File: config.mk
export PLATFORM = sky130hd
export DESIGN_NAME = ijrb_csr
export DESIGN_NICKNAME = d
export VERILOG_FILES = /design/src/rtl/ijrb_pkg.sv /design/src/rtl/ijrb_csr.sv
export SDC_FILE = /design/constraint.sdc
export NUM_CORES = 1
export LEC_CHECK = 0
export BUFFER_PORTS_ARGS = -buffer_cell sky130_fd_sc_hd__buf_2
export CORE_UTILIZATION = 40
export DETAILED_ROUTE_END_ITERATION = 10
export GPL_TIMING_DRIVEN = 1
export PLACE_DENSITY_LB_ADDON = 0.2
export SETUP_SLACK_MARGIN = 0.1
export SYNTH_ARGS = -nofsm -noshare
export SYNTH_HDL_FRONTEND = slang
export SYNTH_SLANG_ARGS = --single-unit
File: constraint.sdc
create_clock -name clock -period 1.2 [get_ports clock]
set_input_delay 0.18 -clock clock [delete_from_list [all_inputs] [get_ports clock]]
set_output_delay 0.18 -clock clock [all_outputs]
set_load 0.05 [all_outputs]
File: src/rtl/ijrb_pkg.sv
// Shared types, codes and constants of the input jitter reorder buffer.
`timescale 1ns / 1ps

package ijrb_pkg;

   // Default depth of the reorder window, in commands.
   localparam int DEFAULT_WINDOW = 64;

   // Field widths.
   localparam int SEQ_W = 32;
   localparam int PAY_W = 64;

   // Configuration port geometry.
   localparam int CSR_ADDR_W = 4;
   localparam int CSR_DATA_W = 32;
   localparam int REG_IDX_W  = CSR_ADDR_W - 2;

   // Item modes.
   localparam logic [1:0] MODE_COMMAND   = 2'd0;
   localparam logic [1:0] MODE_MALFORMED = 2'd1;
   localparam logic [1:0] MODE_TICK      = 2'd2;

   // Result status codes.
   localparam logic [2:0] STATUS_STORED   = 3'd0;
   localparam logic [2:0] STATUS_STALE    = 3'd1;
   localparam logic [2:0] STATUS_AHEAD    = 3'd2;
   localparam logic [2:0] STATUS_RATE     = 3'd3;
   localparam logic [2:0] STATUS_FRESH    = 3'd4;
   localparam logic [2:0] STATUS_REPEATED = 3'd5;
   localparam logic [2:0] STATUS_JUMPED   = 3'd6;

   // Register indexes on the configuration port.
   localparam logic [REG_IDX_W-1:0] REG_RATE_LIMIT   = 2'd0;
   localparam logic [REG_IDX_W-1:0] REG_BAD_LIMIT    = 2'd1;
   localparam logic [REG_IDX_W-1:0] REG_STARVE_LIMIT = 2'd2;
   localparam logic [REG_IDX_W-1:0] REG_RATE_PERIOD  = 2'd3;

   // Register reset values.
   localparam logic [15:0] RATE_LIMIT_RST   = 16'd200;
   localparam logic [7:0]  BAD_LIMIT_RST    = 8'd10;
   localparam logic [7:0]  STARVE_LIMIT_RST = 8'd6;
   localparam logic [15:0] RATE_PERIOD_RST  = 16'd60;

   // One input item.
   typedef struct packed {
      logic [1:0]       mode;
      logic             first_in_packet;
      logic [SEQ_W-1:0] sequence_req;
      logic [SEQ_W-1:0] newest_seq;
      logic [PAY_W-1:0] payload;
   } req_type;

   // One result item.
   typedef struct packed {
      logic [2:0]       status;
      logic             kick;
      logic [PAY_W-1:0] command_payload;
      logic [SEQ_W-1:0] processed_sequence;
   } rsp_type;

   // Configuration register contents.
   typedef struct packed {
      logic [15:0] rate_limit;
      logic [7:0]  bad_limit;
      logic [7:0]  starve_limit;
      logic [15:0] rate_period;
   } cfg_type;

   // Commands from the controller to the datapath.
   typedef struct packed {
      logic accept;
      logic check;
      logic scan_rd;
      logic scan_test;
      logic clear_step;
   } ctl_cmd_type;

   // Status from the datapath to the controller.
   typedef struct packed {
      logic out_free;
      logic mem_needed;
      logic clear_last;
      logic jump_start;
      logic scan_found;
   } ctl_stat_type;

endpackage

File: src/rtl/ijrb_csr.sv
// Configuration registers of the jitter buffer behind an APB-style port.
`timescale 1ns / 1ps

module ijrb_csr import ijrb_pkg::*; (
   input  logic                  clock,
   input  logic                  reset,
   input  logic                  csr_psel,
   input  logic                  csr_penable,
   input  logic                  csr_pwrite,
   input  logic [CSR_ADDR_W-1:0] csr_paddr,
   input  logic [CSR_DATA_W-1:0] csr_pwdata,
   output logic [CSR_DATA_W-1:0] csr_prdata,
   output logic                  csr_pready,
   output cfg_type               cfg
);

   cfg_type                cfg_ff;
   cfg_type                cfg_in;
   logic                   wr_en;
   logic [REG_IDX_W-1:0]   reg_idx;

   assign csr_pready = 1'b1;
   assign wr_en      = csr_psel && csr_penable && csr_pwrite;
   assign reg_idx    = csr_paddr[CSR_ADDR_W-1:2];
   assign cfg        = cfg_ff;

   // Register write decode.
   always_comb begin
      cfg_in = cfg_ff;
      if (wr_en) begin
         case (reg_idx)
            REG_RATE_LIMIT:   cfg_in.rate_limit   = csr_pwdata[15:0];
            REG_BAD_LIMIT:    cfg_in.bad_limit    = csr_pwdata[7:0];
            REG_STARVE_LIMIT: cfg_in.starve_limit = csr_pwdata[7:0];
            REG_RATE_PERIOD:  cfg_in.rate_period  = csr_pwdata[15:0];
            default: ;
         endcase
      end
   end

   // Register read mux.
   always_comb begin
      case (reg_idx)
         REG_RATE_LIMIT:   csr_prdata = CSR_DATA_W'(cfg_ff.rate_limit);
         REG_BAD_LIMIT:    csr_prdata = CSR_DATA_W'(cfg_ff.bad_limit);
         REG_STARVE_LIMIT: csr_prdata = CSR_DATA_W'(cfg_ff.starve_limit);
         REG_RATE_PERIOD:  csr_prdata = CSR_DATA_W'(cfg_ff.rate_period);
         default:          csr_prdata = '0;
      endcase
   end

   always_ff @(posedge clock) begin
      if (reset) begin
         cfg_ff.rate_limit   <= RATE_LIMIT_RST;
         cfg_ff.bad_limit    <= BAD_LIMIT_RST;
         cfg_ff.starve_limit <= STARVE_LIMIT_RST;
         cfg_ff.rate_period  <= RATE_PERIOD_RST;
      end else begin
         cfg_ff <= cfg_in;
      end
   end

endmodule

==> results of run 1 <==
-- power groups by stage --
stage	registers [W]	clock network, W	logic [W]
2_1_floorplan	0.00172	0	0.000453
3_3_place_gp	0.00165	0	0.000612
3_5_place_dp	0.00165	0	0.000614
4_1_cts	0.00161	0.000963	0.000668
5_1_grt	0.00161	0.00103	0.000715
6_report	0.00161	0.000910	0.000678
-- worst max-delay path, cell delays in order (launching register included) --
cell,delay [ns]
dfxtp_4,0.35
mux4_2,0.49
buf_6,0.17
-- synthesized netlist by cell type, types with 3 or more instances --
master / count
mux2i_1: 44
a211o_1: 4
buf_6: 6
nand2b_1: 53
mux4_2: 8
a22o_1: 8
nor2_1: 11
clkbuf_1: 6
and3_1: 3
buf_4: 19
dfxtp_1: 48
-- layout make-up --
type,instances,area [um^2],area share
sequential,48,1050,0.291
multi-input combinational,161,1380,0.384
clock buffer,7,76.3,0.0212
tap,75,93.8,0.0260
timing repair buffer,117,997,0.277
clock inverter,1,3.75,0.00104
-- per-stage QoR --
step	TNS (ns)	cell area (um^2)	total power, W	utilization	instances
6_report	-2.20	3610	0.00320	0.609	409
5_1_grt	-2.73	3610	0.00336	0.609	409
4_1_cts	-2.29	3490	0.00324	0.589	407
3_5_place_dp	-7.31	3180	0.00226	0.537	397
3_3_place_gp	-6.27	3180	0.00226	0.537	397
2_1_floorplan	-0.228	2680	0.00218	-	240
-- routing by layer --
metal	track usage	wire (um)	vias to the layer above
met5	0	0	-
met3	0.0466	303	5
li1	-	-	952
met1	0.228	2570	924
met4	0.0536	63	0
met2	0.325	2900	69
-- how the worst max path moves through the flow --
| stage | slack [ns] | from | endpoint |
|---|---|---|---|
| floorplan | -0.05 | csr_paddr[2] | csr_prdata[1] |
| global placement | -0.22 | csr_paddr[2] | csr_prdata[1] |
| detailed placement | -0.23 | csr_paddr[2] | cfg[11]$_SDFFE_PP0P_ |
| CTS | -0.30 | cfg[7]$_SDFFE_PP0P_ | csr_prdata[7] |
| global route | -0.33 | cfg[6]$_SDFFE_PP0P_ | csr_prdata[6] |
| finish | -0.29 | cfg[6]$_SDFFE_PP0P_ | csr_prdata[6] |
-- kinds of logic after synthesis --
logic type	Yosys count	synth area share
AOI/OAI and AO/OA	14	0.0491
buffers and inverters	32	0.0971
DFF	48	0.393
muxes	52	0.254
other	2	0.00307
and+or+nand+nor	77	0.205
-- cell usage in the layout, fill, tap and decap left out, drive strengths merged, types with 3 or more instances in the layout --
cell type / instances
mux2i: 44
nand2b: 53
a211o: 4
clkbuf: 32
a22o: 8
dfxtp: 48
mux4: 8
and2: 3
buf: 92
conb: 17
nor2: 11
and3: 3
-- repair_timing --
action | 4_1_cts | 5_1_grt
resized for setup | 71 | 37
endpoints found under the setup margin | 41 | 48
hold endpoints to repair | 0 | 0
buffers inserted | 1 | 2
pin swaps | 1 | 0
cloned | 1 | 0
==> impl_metrics.toml, run 1 <==
[floorplan]
fp.dieH_um = 80.2
fp-row-count = 28
die_area_um2 = 6440
initial_utilization = 0.413
die_x_um = 80.2
ios = 122
fp.coreArea_um2 = 5920

[status]
violations = "setup timing"
status = "finished with violations"

[power]
switchingPower_w = 0.000959
power_frac_seq = 0.504
p_sw_frac = 0.300
vdd_drop_max_uv = 464
power.leakage_nw = 1.71
p_int_w = 0.00224
combPwrFrac = 0.212
power_frac_clock = 0.284
p_per_area_nw_per_um2 = 887

[timing]
fmax_mhz = 672
min_period_ns = 1.49
setup_ws_ns = -0.288
setup-violations-final = 12
hold_slack_ns = 0.104
fin_worst_skew_ns = 0
slew_viol_final = 0
grt_setup_unrepaired = "true"
finalCritPeriodShare = 1.24
hold_viol = 0

[routing]
drt-initial-drc-count = 44
vias_per_cell = 4.77
route.detailed.drc = 0
drt_first_pass_iters = 4
wl_per_cell_um = 14.3
wl_mm = 5.84
vias = 1950
antenna_left = 0

[global_route]
grt_pass1_wl_mm = 9.12
track_usage = 0.187
grt_pass1_vias = 1877
grt-ovfl-total = 0
grt_max_degree = 68
antenna_found_initial = 0

[synth]
async_flop_share = 0
synth_edf_count = 0
synthTopCellsByArea = "dfxtp_1, mux2i_1, nand2b_1"
syn_inst = 225
synth_area_leader_cell = "dfxtp_1"
seq_area_frac_synth = 0.393
synth_warnings = 0
synth.distinct_cells = 23
yosys_most_used_dff = "dfxtp_1"
syn_area_per_cell_um2 = 10.9
synth_area_um2 = 2450
synth_seq_cells = 48
synth_top_cell_area_share = 0.393

[worst_setup_path]
crit_arrival_ns = 1.31
critPathCaptureType = "output pin"
startpoint_type = "register"
crit_type = "register to output pin"
r2r_start = "cfg[38]$_SDFFE_PP1P_"
cp_max_fo = 3
reg2regPathDepth = 3
required_ns = 1.02
critical_path.reg2reg.endpoint = "cfg[38]$_SDFFE_PP1P_"
reg2reg_slack_ns = 0.23

[clock_tree]
hold_buffers = 0
cts_buffers = 5
clk_latency_ns = 0.29
ctsLongestPathBuffers = 2
ctsRootBufferMaster = "clkbuf_8"
htree_num_levels = 2
clock_sinks = 48
clkTransAtPathRegs_ns = 0.08
cts_tree = "yes"

[cells_and_area]
diodes = 0
layout.nets = 374
largest_reg_flops = 48
drive_above_1_share = 0.587
fill_cells = 498
areaGrowthSynthToFinish_pct = 47.3

[hold_path]
min_path_cells = 2
min_path_type = "primary input to register"
hold_end = "cfg[39]$_SDFFE_PP1P_"
min_from = "csr_pwdata[7]"

[job]
drv_cap = 0

[placement]
gp_routability_congestion = 0.779
hpwlAfterDp_mm = 4.14
io_buffer_count = 86
place_ws_ns = -0.229
Note: power is estimated with default switching activity, not from simulation.
==> inputs of run 2 (changes only) <==
- REMOVE_ABC_BUFFERS: unset -> 1
==> run 2 against run 1 <==
Net effect:
- the run still ends with setup timing left
- power is 6.0% higher
- critical path depth is the same
- clock skew stayed put
- sequential share of layout area is 3.6 points lower
- sequential power barely moved
- combinational power up 11%
- final area increased by 9.7%
- clock power is 11% higher
- first-iteration DRC count rose by 6.8%
- cell count grew 6.8%
- global-route usage increased by 0.78 points
- setup slack gained 0.0081 ns
- highest routed layer unchanged
==> impl_metrics.toml, run 2 (synthesis results as in run 1) <==
[timing]
hold_viol = 0
finalCritPeriodShare = 1.23
grt_setup_unrepaired = "true"
setup_ws_ns = -0.280
slew_viol_final = 0
fin_worst_skew_ns = 0
min_period_ns = 1.48
fmax_mhz = 676
setup-violations-final = 8

[routing]
wl_mm = 6.27
antenna_left = 0
drt-initial-drc-count = 47
route.detailed.drc = 0
vias_per_cell = 4.71
vias = 2058
wl_per_cell_um = 14.4
drt_first_pass_iters = 4

[worst_setup_path]
reg2reg_slack_ns = 0.13
critical_path.reg2reg.endpoint = "cfg[39]$_SDFFE_PP1P_"
startpoint_type = "register"
startpoint = "cfg[3]$_SDFFE_PP1P_"
required_ns = 1.02
crit_type = "register to output pin"
cp_max_fo = 2
r2r_start = "cfg[39]$_SDFFE_PP1P_"
cp-endpoint = "csr_prdata[3]"
critPathCaptureType = "output pin"
reg2regPathDepth = 4
crit_arrival_ns = 1.30

[floorplan]
ios = 122
die_x_um = 80.2
fp.coreArea_um2 = 5920
die_area_um2 = 6440
initial_utilization = 0.413
fp-row-count = 28
fp.dieH_um = 80.2

[clock_tree]
clkTransAtPathRegs_ns = 0.09
cts_tree = "yes"
ctsLongestPathBuffers = 2
cts_buffers = 5
ctsRootBufferMaster = "clkbuf_8"
clk_latency_ns = 0.30
hold_buffers = 0
clock_sinks = 48
htree_num_levels = 2

[global_route]
grt_pass1_wl_mm = 9.52
antenna_found_initial = 0
track_usage = 0.195
grt-ovfl-total = 0
grt_max_degree = 35
grt_pass1_vias = 1945

[status]
violations = "setup timing"
status = "finished with violations"

[cells_and_area]
final_common_cell = "nand2b_1"
diodes = 0
fill_cells = 458
fin_cells = 437
areaGrowthSynthToFinish_pct = 61.6
largest_reg_flops = 48
final_cell_mix = "nand2b_1, buf_4, mux2i_1"
layout.nets = 402
drive_above_1_share = 0.580

[job]
drv_cap = 0

[power]
power.leakage_nw = 1.87
vdd_drop_max_uv = 611
p_per_area_nw_per_um2 = 858

[placement]
hpwlAfterDp_mm = 4.12
gp_routability_congestion = 0.718
place_ws_ns = -0.245
dp_cells = 408
io_buffer_count = 86

[hold_path]
min_path_type = "primary input to register"
## run 2: changes by cell type in the layout (fill, tap and decap cells not counted), sizes merged
| cell | before | now |
|---|---|---|
| buf | 92 | 135 |
| clkbuf | 32 | 17 |
| clkinv | 1 | 0 |
| clkinvlp | 0 | 1 |
## run 2: through the flow
stage	total power [W]	utilization	TNS (ns)	hold WS, ns	area (um^2)
after global routing	0.00354	0.668	-2.51	0.0975	3960
after CTS	0.00339	0.625	-2.17	0.0934	3700
final	0.00339	0.668	-2.12	0.103	3960
after detailed placement	0.00229	0.527	-7.65	0.414	3120
after global placement	0.00229	0.527	-6.88	0.407	3120
after floorplan	0.00207	-	-2.36	0.274	2270
## run 2: final cells by class
cell class | count | area [um^2] | share of cell area
tap | 75 | 93.8 | 0.0237
multi-input combinational | 161 | 1320 | 0.334
clock inverter | 1 | 7.51 | 0.00190
timing repair buffer | 145 | 1430 | 0.363
clock buffer | 7 | 86.3 | 0.0218
sequential | 48 | 1010 | 0.256
## run 2: timing repair
item | in CTS | in global routing
setup buffers | 14 | 5
setup endpoints to repair | 62 | 63
pin swaps | 3 | 3
gates resized for setup | 133 | 76
gates cloned | 1 | 1
## run 2: layer usage
| layer | GRT usage | wire [um] |
|---|---|---|
| met5 | 0 | 0 |
| met4 | 0.0429 | 60 |
| met3 | 0.0477 | 396 |
| met2 | 0.344 | 3200 |
| met1 | 0.238 | 2620 |
## run 2: worst min path at each step
stage / from / to / cells past startpoint
finish: csr_pwdata[6] / cfg[38]$_SDFFE_PP1P_ / 2
global route: csr_pwdata[6] / cfg[38]$_SDFFE_PP1P_ / 2
CTS: csr_pwdata[6] / cfg[38]$_SDFFE_PP1P_ / 2
detailed placement: csr_pwdata[6] / cfg[38]$_SDFFE_PP1P_ / 2
global placement: csr_pwdata[6] / cfg[38]$_SDFFE_PP1P_ / 2
floorplan: reset / cfg[4]$_SDFFE_PP1P_ / 1
## run 2: power by group
part	internal [W]	total, W	switching [W]
combinational	0.000297	0.000750	0.000453
sequential	0.00162	0.00163	0.0000158
clock	0.000469	0.00101	0.000541
## run 2: critical path, cell delays in order (launching register included)
cell and delay (ns):
dfxtp_2 0.34, mux4_2 0.49, buf_8 0.17
