<file path="src/rtl/ijrb_pkg.sv">
// Shared types, codes and constants of the input jitter reorder buffer.
`timescale 1ns / 1ps

package ijrb_pkg;

   // Default depth of the reorder window, in commands.
   localparam int DEFAULT_WINDOW = 64;

   // Field widths.
   localparam int SEQ_W = 32;
   localparam int PAY_W = 64;

   // Configuration port geometry.
   localparam int CSR_ADDR_W = 4;
   localparam int CSR_DATA_W = 32;
   localparam int REG_IDX_W  = CSR_ADDR_W - 2;

   // Item modes.
   localparam logic [1:0] MODE_COMMAND   = 2'd0;
   localparam logic [1:0] MODE_MALFORMED = 2'd1;
   localparam logic [1:0] MODE_TICK      = 2'd2;

   // Result status codes.
   localparam logic [2:0] STATUS_STORED   = 3'd0;
   localparam logic [2:0] STATUS_STALE    = 3'd1;
   localparam logic [2:0] STATUS_AHEAD    = 3'd2;
   localparam logic [2:0] STATUS_RATE     = 3'd3;
   localparam logic [2:0] STATUS_FRESH    = 3'd4;
   localparam logic [2:0] STATUS_REPEATED = 3'd5;
   localparam logic [2:0] STATUS_JUMPED   = 3'd6;

   // Register indexes on the configuration port.
   localparam logic [REG_IDX_W-1:0] REG_RATE_LIMIT   = 2'd0;
   localparam logic [REG_IDX_W-1:0] REG_BAD_LIMIT    = 2'd1;
   localparam logic [REG_IDX_W-1:0] REG_STARVE_LIMIT = 2'd2;
   localparam logic [REG_IDX_W-1:0] REG_RATE_PERIOD  = 2'd3;

   // Register reset values.
   localparam logic [15:0] RATE_LIMIT_RST   = 16'd200;
   localparam logic [7:0]  BAD_LIMIT_RST    = 8'd10;
   localparam logic [7:0]  STARVE_LIMIT_RST = 8'd6;
   localparam logic [15:0] RATE_PERIOD_RST  = 16'd60;

   // One input item.
   typedef struct packed {
      logic [1:0]       mode;
      logic             first_in_packet;
      logic [SEQ_W-1:0] sequence_req;
      logic [SEQ_W-1:0] newest_seq;
      logic [PAY_W-1:0] payload;
   } req_type;

   // One result item.
   typedef struct packed {
      logic [2:0]       status;
      logic             kick;
      logic [PAY_W-1:0] command_payload;
      logic [SEQ_W-1:0] processed_sequence;
   } rsp_type;

   // Configuration register contents.
   typedef struct packed {
      logic [15:0] rate_limit;
      logic [7:0]  bad_limit;
      logic [7:0]  starve_limit;
      logic [15:0] rate_period;
   } cfg_type;

   // Commands from the controller to the datapath.
   typedef struct packed {
      logic accept;
      logic check;
      logic scan_rd;
      logic scan_test;
      logic clear_step;
   } ctl_cmd_type;

   // Status from the datapath to the controller.
   typedef struct packed {
      logic out_free;
      logic mem_needed;
      logic clear_last;
      logic jump_start;
      logic scan_found;
   } ctl_stat_type;

endpackage

</file>
<file path="src/rtl/ijrb_ctrl.sv">
// Controller state machine that sequences each item through the datapath.
`timescale 1ns / 1ps

module ijrb_ctrl import ijrb_pkg::*; (
   input  logic         clock,
   input  logic         reset,
   input  logic         req_valid,
   input  ctl_stat_type stat,
   output ctl_cmd_type  cmd,
   output logic         req_stall
);

   typedef enum logic [4:0] {
      ST_CLEAR    = 5'b00001,
      ST_IDLE     = 5'b00010,
      ST_CHECK    = 5'b00100,
      ST_SCAN_RD  = 5'b01000,
      ST_SCAN_CHK = 5'b10000
   } state_type;

   state_type state_ff;
   state_type state_in;

   // Next state and commands.
   always_comb begin
      cmd       = '0;
      req_stall = 1'b1;
      state_in  = state_ff;
      case (state_ff)
         ST_CLEAR: begin
            cmd.clear_step = 1'b1;
            if (stat.clear_last) begin
               state_in = ST_IDLE;
            end
         end
         ST_IDLE: begin
            req_stall = !stat.out_free;
            if (req_valid && stat.out_free) begin
               cmd.accept = 1'b1;
               if (stat.mem_needed) begin
                  state_in = ST_CHECK;
               end
            end
         end
         ST_CHECK: begin
            cmd.check = 1'b1;
            state_in  = stat.jump_start ? ST_SCAN_RD : ST_IDLE;
         end
         ST_SCAN_RD: begin
            cmd.scan_rd = 1'b1;
            state_in    = ST_SCAN_CHK;
         end
         ST_SCAN_CHK: begin
            cmd.scan_test = 1'b1;
            state_in      = stat.scan_found ? ST_IDLE : ST_SCAN_RD;
         end
         default: begin
            state_in = ST_IDLE;
         end
      endcase
   end

   always_ff @(posedge clock) begin
      if (reset) begin
         state_ff <= ST_CLEAR;
      end else begin
         state_ff <= state_in;
      end
   end

endmodule

</file>
<file path="config.mk">
export PLATFORM = sky130hd
export DESIGN_NAME = ijrb_ctrl
export DESIGN_NICKNAME = d
export VERILOG_FILES = /design/src/rtl/ijrb_pkg.sv /design/src/rtl/ijrb_ctrl.sv
export SDC_FILE = /design/constraint.sdc
export NUM_CORES = 1
export LEC_CHECK = 0
export BUFFER_PORTS_ARGS = -buffer_cell sky130_fd_sc_hd__buf_2
export CAP_MARGIN = 20
export CORE_AREA = 3 3 40 42
export DETAILED_ROUTE_END_ITERATION = 16
export DIE_AREA = 0 0 43 45
export PLACE_DENSITY_LB_ADDON = 0.05
export SLEW_MARGIN = 20
export SYNTH_ARGS = -nofsm -noshare
export SYNTH_HDL_FRONTEND = slang
export SYNTH_SLANG_ARGS = --single-unit
</file>
<file path="constraint.sdc">
create_clock -name clock -period 3.05 [get_ports clock]
set_input_delay 0.1525 -clock clock [delete_from_list [all_inputs] [get_ports clock]]
set_output_delay 0.1525 -clock clock [all_outputs]
set_load 0.1 [all_outputs]
</file>
==> flow_summary.yaml, run 1 <==
global_routing:
  grt_pass1_vias: 294
  antenna_found_initial: 0
  grt_pass1_wl_um: 1276
  grt_usage: 0.09583
  grt.overflow.total: 0
  grt_max_degree: 8
power_and_ir_drop:
  clkPwrFrac: 0.401
  seqPwrFrac: 0.379
  switchingPower_mw: 0.06078
  p_int_mw: 0.1311
  p_comb_frac: 0.220
  cellPowerDensity_nw_per_um2: 455.1
  p_sw_frac: 0.3167
  p_leak_nw: 0.1892
  vdd_ir_drop_max_mv: 0.1465
final_layout:
  largest-register: "state_ff"
  seq_area_um2: 100.1
  drive_above_1_share: 0.4340
  nFillCells: 147
  area_delta_synth_final_pct: 39.26
  instances_no_fill: 68
  multi_input_area_um2: 196.4
  fin_area_um2: 421.7
  reg_top3: "state_ff x5"
  diodes: 0
  finalNetCount: 62
  largest_reg_flops: 5
drt:
  drt-vias-per-instance: 4.779
  dr.pass1.iters: 4
  wire_per_inst_um: 11.44
  vias: 325
  drt_iter0_drc: 7
  drt-total-wl_um: 778
  ant_nets: 0
  drc: 0
timing:
  setup_viol: 0
  slew_violations: 0
  fmaxAchievable_mhz: 546.2
  rsz0062_at_grt: "false"
  hold_viol_final: 0
  fin_crit_sh: 0.6003
  max_slew_margin: 0.6780
  setup_ws_ns: 1.219
  min_period_ns: 1.831
  fin_skew_ns: 0.001446
  tightestPinTransition_ns: 0.4864
  fin_tns_setup_ns: 0
floorplan:
  die_h_um: 45
  ios: 14
  start_util: 0.2356
  dieArea_um2: 1935
  die_width_um: 43
  rows: 13
  fp.coreArea_um2: 1285
run_status:
  status: "completed"
clock_network:
  cts_made_buffers: 3
  cts_sinks: 5
  cts_tree: "yes"
  cts_resized: 0
  htree_levels: 1
  cts.clk_slew.worst_paths_ns: 0.04
  ctsHoldBuffers: 0
  clock_path_buffers: 2
  clock_latency_ns: 0.24
  post_cts_buffers: 0
  cts-root-buf: "clkbuf_4"
worst_hold_path:
  worstHoldPathType: "primary input to register"
placement:
  finalWeightedCongestion: 0.7009
  dp_slack_ns: 1.468
  placedCellCount: 64
  hpwl_um: 601
  portBuffers: 13
  placed_cell_area_um2: 395.4
setup_path:
  path_delay_family: "simple AND/OR/NAND/NOR gates"
  endpoint_kind: "output pin"
  worst_setup_path_start_kind: "register"
  path_cells: "nor4b_2 -> nand3b_1 -> nor2_2 -> buf_2"
  worst-path-buf-inv: 1
  required_ns: 2.90
  criticalPathCategory: "register to output pin"
  slowest_stage: "dfxtp_1"
  critical_path.max_fanout: 7
  cp_data_arrival_time_ns: 1.68
  cp_slowest_stage_delay_ns: 0.44
logic_synthesis:
  synth_area_leaders: "dfxtp_1 33%, inv_1 5.0%, nor2_1 5.0%"
  yosysSeqAreaShare: 0.3306
  synth_common_cells: "5 x dfxtp_1, 4 x inv_1, 4 x nor2_1, 2 x nand2b_1, 2 x o21ai_0"
  synth_edf_count: 0
  synth_top_area_cell: "dfxtp_1"
  synthFlopType: "dfxtp_1"
  synth_cell_types: 24
  ys_ff_latch: 5
  syn-mean-instance-area_um2: 8.411
  synthCells: 36
  synth.most_common_cell: "dfxtp_1"
  syn_nets: 44
  synth_area_um2: 302.8
  netlist.area_leader.share: 0.3306
  yosys_warnings: 0
  async_reset_ff_frac: 0
job:
  maxCapViolCount: 0
[power groups by stage]
| stage | registers [mW] | logic [mW] | clock network (mW) |
|---|---|---|---|
| floorplan | 0.0725 | 0.0327 | 0 |
| global placement | 0.0738 | 0.0423 | 0 |
| detailed placement | 0.0738 | 0.0426 | 0 |
| CTS | 0.0725 | 0.0428 | 0.0812 |
| global route | 0.0730 | 0.0456 | 0.0827 |
| finish | 0.0727 | 0.0422 | 0.0770 |
[stage by stage]
step	util	power [mW]	hold WS [ns]
CTS	0.3281	0.1966	0.1092
detailed placement	0.3077	0.1164	0.3706
floorplan	-	0.1052	0.2294
finish	0.3281	0.1919	0.1184
global route	0.3281	0.2012	0.1254
global placement	0.3077	0.1161	0.3638
[path summary, 6_finish.rpt]
kind / from / endpoint / slack [ns] / cells past startpoint
hold / removal: reset / state_ff[4]$_SDFFE_PP0P_ / 0.12 / 2
hold reg to reg: state_ff[0]$_SDFFE_PP1P_ / state_ff[4]$_SDFFE_PP0P_ / 0.56 / 1
setup / recovery: state_ff[1]$_SDFFE_PP0P_ / cmd[4] / 1.22 / 4
setup reg to reg: state_ff[2]$_SDFFE_PP0P_ / state_ff[1]$_SDFFE_PP0P_ / 1.81 / 4
[cell usage in the layout, fill, tap and decap left out, drive strengths merged]
master / instances
a21o: 1
a21oi: 1
a221oi: 1
and3: 1
buf: 13
clkbuf: 4
dfxtp: 5
inv: 4
nand2: 1
nand2b: 2
nand3: 1
nand3b: 1
nor2: 5
nor3: 2
nor4: 1
nor4b: 2
o21ai: 2
o22a: 1
o22ai: 1
o32ai: 1
or2b: 1
or3: 1
xor2: 1
[final cells by class]
type,instances,area share
repair buffers,13,0.1543
inverters,4,0.03561
flip-flops and latches,5,0.2374
clock buffers,4,0.06231
multi-input cells,27,0.4659
well taps,15,0.04451
[logic make-up after synthesis]
family / Yosys count / share of synthesized area
AO/OA/AOI/OAI: 8 / 0.1818
AND/OR/NAND/NOR: 18 / 0.4091
XOR/XNOR: 1 / 0.02893
buffers and inverters: 4 / 0.04957
flip-flops: 5 / 0.3306
[layer usage]
metal	track usage	share of wire
met1	0.1063	0.43
met5	0	0
met3	0.03586	0.081
met4	0.09036	0
met2	0.1407	0.49
No activity file was read; power rests on OpenSTA's default activity.
==> run 2: changes to the inputs <==
clock period = 1.8 ns   (was 3.05 ns; I/O delays follow)
==> flow_summary.yaml, run 2 (synthesis gave the netlist of run 1 again) <==
floorplan:
  die_width_um: 43
  fp.coreArea_um2: 1285
  rows: 13
  die_h_um: 45
  dieArea_um2: 1935
  start_util: 0.2356
  ios: 14
timing:
  tightestPinTransition_ns: 0.4901
  setup_viol: 0
  max_slew_margin: 0.6755
  fin_crit_sh: 0.9607
  fin_skew_ns: 0.01189
  slew_violations: 0
  min_period_ns: 1.729
  fmaxAchievable_mhz: 578.3
  rsz0062_at_grt: "false"
  setup_ws_ns: 0.07066
  hold_viol_final: 0
  fin_tns_setup_ns: 0
  timing.hold.ws_ns: 0.03627
final_layout:
  largest_reg_flops: 5
  area_delta_synth_final_pct: 51.65
  diodes: 0
  largest-register: "state_ff"
  final_cell_mix: "12 x buf_2, 4 x inv_1, 3 x nor2_2, 3 x clkbuf_4, 3 x dfxtp_2"
  nFillCells: 145
  reg_top3: "state_ff x5"
  fin_area_um2: 459.2
  drive_above_1_share: 0.5283
  layout_commonest_cell: "buf_2"
  finalNetCount: 62
setup_path:
  path_cells: "or3_1 -> nor2_2 -> buf_2"
  cp_data_arrival_time_ns: 1.64
  slowest_stage: "or3_1"
  worst_setup_path_start_kind: "register"
  cp_slowest_stage_delay_ns: 0.46
  criticalPathCategory: "register to output pin"
  endpoint_kind: "output pin"
  path_delay_family: "simple AND/OR/NAND/NOR gates"
  critical_path.max_fanout: 7
  required_ns: 1.71
  rrSetupSlack_ns: 0.58
  worst-path-buf-inv: 1
global_routing:
  grt_max_degree: 8
  met1_usage: 0.09398
  grt.overflow.total: 0
  grt-busiest-layer: "met2"
  grtUsageMet2: 0.1377
  grtUsageMet3: 0.04781
  grt_pass1_wl_um: 1152
  grt_pass1_vias: 281
  antenna_found_initial: 0
  grt_usage: 0.08326
job:
  maxCapViolCount: 0
clock_network:
  post_cts_buffers: 0
  clock_path_buffers: 2
  cts-root-buf: "clkbuf_4"
  cts.clk_slew.worst_paths_ns: 0.05
  ctsHoldBuffers: 0
  cts_made_buffers: 3
  cts_tree: "yes"
  cts_resized: 0
  clock_latency_ns: 0.25
  cts_sinks: 5
  htree_levels: 1
drt:
  drt-vias-per-instance: 4.618
  drt-total-wl_um: 766
  vias: 314
  dr.pass1.iters: 4
  wire_per_inst_um: 11.26
  ant_nets: 0
  drc: 0
  drt_iter0_drc: 5
placement:
  portBuffers: 13
  finalWeightedCongestion: 0.6745
  dp_slack_ns: 0.3251
  hpwl_um: 623.3
  placed_cell_area_um2: 432.9
power_and_ir_drop:
  cellPowerDensity_nw_per_um2: 727.8
  p_leak_nw: 0.1978
  vdd_ir_drop_max_mv: 0.3325
run_status:
  status: "completed"
worst_hold_path:
  worstHoldPathType: "primary input to register"
run 2: worst register-to-register path: cells and delay by family, from the launching register on:
family / cells / cell delay [ns]
AOI/OAI and AO/OA: 3 / 0.50
and+or+nand+nor: 1 / 0.19
DFF: 1 / 0.39
run 2: area by class of cell:
type                    instances  area [um2]  area share
clock buffers                   4       26.28     0.05722
repair buffers                 13       80.08      0.1744
inverters                       4       15.01     0.03270
flip-flops and latches          5       103.9      0.2262
multi-input cells              27       215.2      0.4687
well taps                      15       18.77     0.04087
run 2: stage by stage:
stage | cells | utilization | total power, mW
2_1_floorplan | 36 | - | 0.1828
3_3_place_gp | 64 | 0.3369 | 0.2031
3_5_place_dp | 64 | 0.3369 | 0.2039
4_1_cts | 68 | 0.3574 | 0.3374
5_1_grt | 68 | 0.3574 | 0.3521
6_report | 68 | 0.3574 | 0.3342
run 2: path summary, 6_finish.rpt:
check | end | cells after the start | start
min reg2reg | state_ff[4]$_SDFFE_PP0P_ | 1 | state_ff[0]$_SDFFE_PP1P_
max | cmd[3] | 3 | state_ff[3]$_SDFFE_PP0P_
min | state_ff[4]$_SDFFE_PP0P_ | 2 | reset
max reg2reg | state_ff[1]$_SDFFE_PP0P_ | 4 | state_ff[4]$_SDFFE_PP0P_
run 2: report_power, final:
group	internal [mW]	total (mW)	leakage (nW)	switching [mW]
sequential	0.116	0.124	0.0422	0.00794
clock	0.0840	0.133	0.0150	0.0491
combinational	0.0269	0.0773	0.141	0.0503
run 2: routing by layer:
metal,wire length [um],part of all wire,up-vias
li1,-,-,165
met1,325,0.42,133
met2,357,0.47,16
met3,83,0.11,0
met4,0,0,0
met5,0,0,-
==> run 3: changes to the inputs <==
BUFFER_PORTS_ARGS = -buffer_cell sky130_fd_sc_hd__buf_4   (was -buffer_cell sky130_fd_sc_hd__buf_2)
==> flow_summary.yaml, run 3 (synthesis gave the netlist of run 1 again) <==
run_status:
  status: "completed"
floorplan:
  rows: 13
  die_h_um: 45
  dieArea_um2: 1935
  fp.coreArea_um2: 1285
  die_width_um: 43
  ios: 14
  start_util: 0.2356
drt:
  drt_iter0_drc: 3
  dr.pass1.iters: 4
  drt-total-wl_um: 774
  vias: 327
  drc: 0
  drt-vias-per-instance: 4.809
  wire_per_inst_um: 11.38
  ant_nets: 0
global_routing:
  grt.overflow.total: 0
  grt_pass1_vias: 299
  antenna_found_initial: 0
  grt_usage: 0.08985
  grt_max_degree: 8
  grt_pass1_wl_um: 1283
final_layout:
  drive_above_1_share: 0.5283
  instances_no_fill: 68
  reg_top3: "state_ff x5"
  layout_commonest_cell: "buf_4"
  finalNetCount: 62
  largest_reg_flops: 5
  area_delta_synth_final_pct: 57.44
  nFillCells: 138
  final_cell_mix: "13 x buf_4, 4 x inv_1, 3 x nor2_2, 3 x clkbuf_4, 3 x dfxtp_2"
  largest-register: "state_ff"
  diodes: 0
worst_hold_path:
  worstHoldStart: "reset"
  hold_depth: 2
  holdPathEnd: "state_ff[4]$_SDFFE_PP0P_"
  worstHoldPathType: "primary input to register"
timing:
  min_period_ns: 1.621
  fin_tns_setup_ns: 0
  tightestPinTransition_ns: 0.2999
  fin_crit_sh: 0.9005
  fin_skew_ns: 0.003322
  fmaxAchievable_mhz: 616.9
  max_slew_margin: 0.7998
  rsz0062_at_grt: "false"
  slew_violations: 0
  setup_ws_ns: 0.1790
  hold_viol_final: 0
  timing.hold.ws_ns: 0.02907
  setup_viol: 0
setup_path:
  rr_startpoint: "state_ff[4]$_SDFFE_PP0P_"
  worst_setup_path_start_kind: "register"
  criticalPathCategory: "register to output pin"
  reg2reg_depth: 4
  required_ns: 1.71
  rrSetupSlack_ns: 0.57
  cp_data_arrival_time_ns: 1.53
  reg2reg_to: "state_ff[1]$_SDFFE_PP0P_"
  critical_path.max_fanout: 6
  endpoint_kind: "output pin"
clock_network:
  cts.clk_slew.worst_paths_ns: 0.05
  post_cts_buffers: 0
  cts_tree: "yes"
  clock_path_buffers: 2
  cts-root-buf: "clkbuf_4"
  clock_latency_ns: 0.24
  cts_sinks: 5
  htree_levels: 1
  cts_resized: 0
  ctsHoldBuffers: 0
  cts_made_buffers: 3
power_and_ir_drop:
  cellPowerDensity_nw_per_um2: 707.5
  vdd_ir_drop_max_mv: 0.3259
  power_mw: 0.3373
  p_leak_nw: 0.2030
placement:
  placedCellCount: 64
  finalWeightedCongestion: 0.7377
  hpwl_um: 630.1
  dp_slack_ns: 0.4230
  portBuffers: 13
job:
  maxCapViolCount: 0
## run 3: cell count changes in the layout (fill, tap and decap cells not counted)
cell	delta
buf_12	-1
buf_2	-12
buf_4	+13
## run 3: per-stage QoR
stage / util / instance area (um2)
floorplan: - / 334.1
global route: 0.3710 / 476.7
CTS: 0.3710 / 476.7
finish: 0.3710 / 476.7
detailed placement: 0.3505 / 450.4
global placement: 0.3505 / 450.4
## run 3: metal layers
metal,track usage,wire length (um),vias to the layer above,share of wire
li1,-,-,166,-
met1,0.1034,325,146,0.42
met2,0.1377,379,13,0.49
met3,0.02789,56,2,0.072
met4,0.07229,12,0,0.016
met5,0,0,-,0
## run 3: how the worst max path moves through the flow
stage                     slack (ns)                startpoint  depth (start not counted)  endpoint
after floorplan                -0.62  state_ff[4]$_SDFFE_PP0P_                          3    cmd[4]
after global placement          0.44  state_ff[4]$_SDFFE_PP0P_                          4    cmd[4]
after detailed placement        0.42  state_ff[4]$_SDFFE_PP0P_                          4    cmd[4]
after CTS                       0.15  state_ff[4]$_SDFFE_PP0P_                          4    cmd[4]
after global routing            0.09  state_ff[4]$_SDFFE_PP0P_                          4    cmd[4]
final                           0.18  state_ff[4]$_SDFFE_PP0P_                          4    cmd[4]
## run 3: critical path, cell delays in order (launching register included)
cell and delay, ns:
dfxtp_2 0.36, nor4b_4 0.29, nand3b_1 0.21, nor2_4 0.14, buf_4 0.29
## run 3: power by group
part,switching [mW],total [mW],leakage (nW),internal (mW)
combinational,0.0506,0.0824,0.146,0.0318
clock,0.0475,0.131,0.0150,0.0839
sequential,0.00751,0.123,0.0422,0.116
total,0.106,0.337,0.203,0.232
## run 3: final cells by class
class / instances / area, um2 / area share
multi-input combinational: 27 / 215.2 / 0.4514
sequential: 5 / 103.9 / 0.2178
timing repair buffer: 13 / 97.59 / 0.2047
clock buffer: 4 / 26.28 / 0.05512
tap: 15 / 18.77 / 0.03937
inverter: 4 / 15.01 / 0.03150
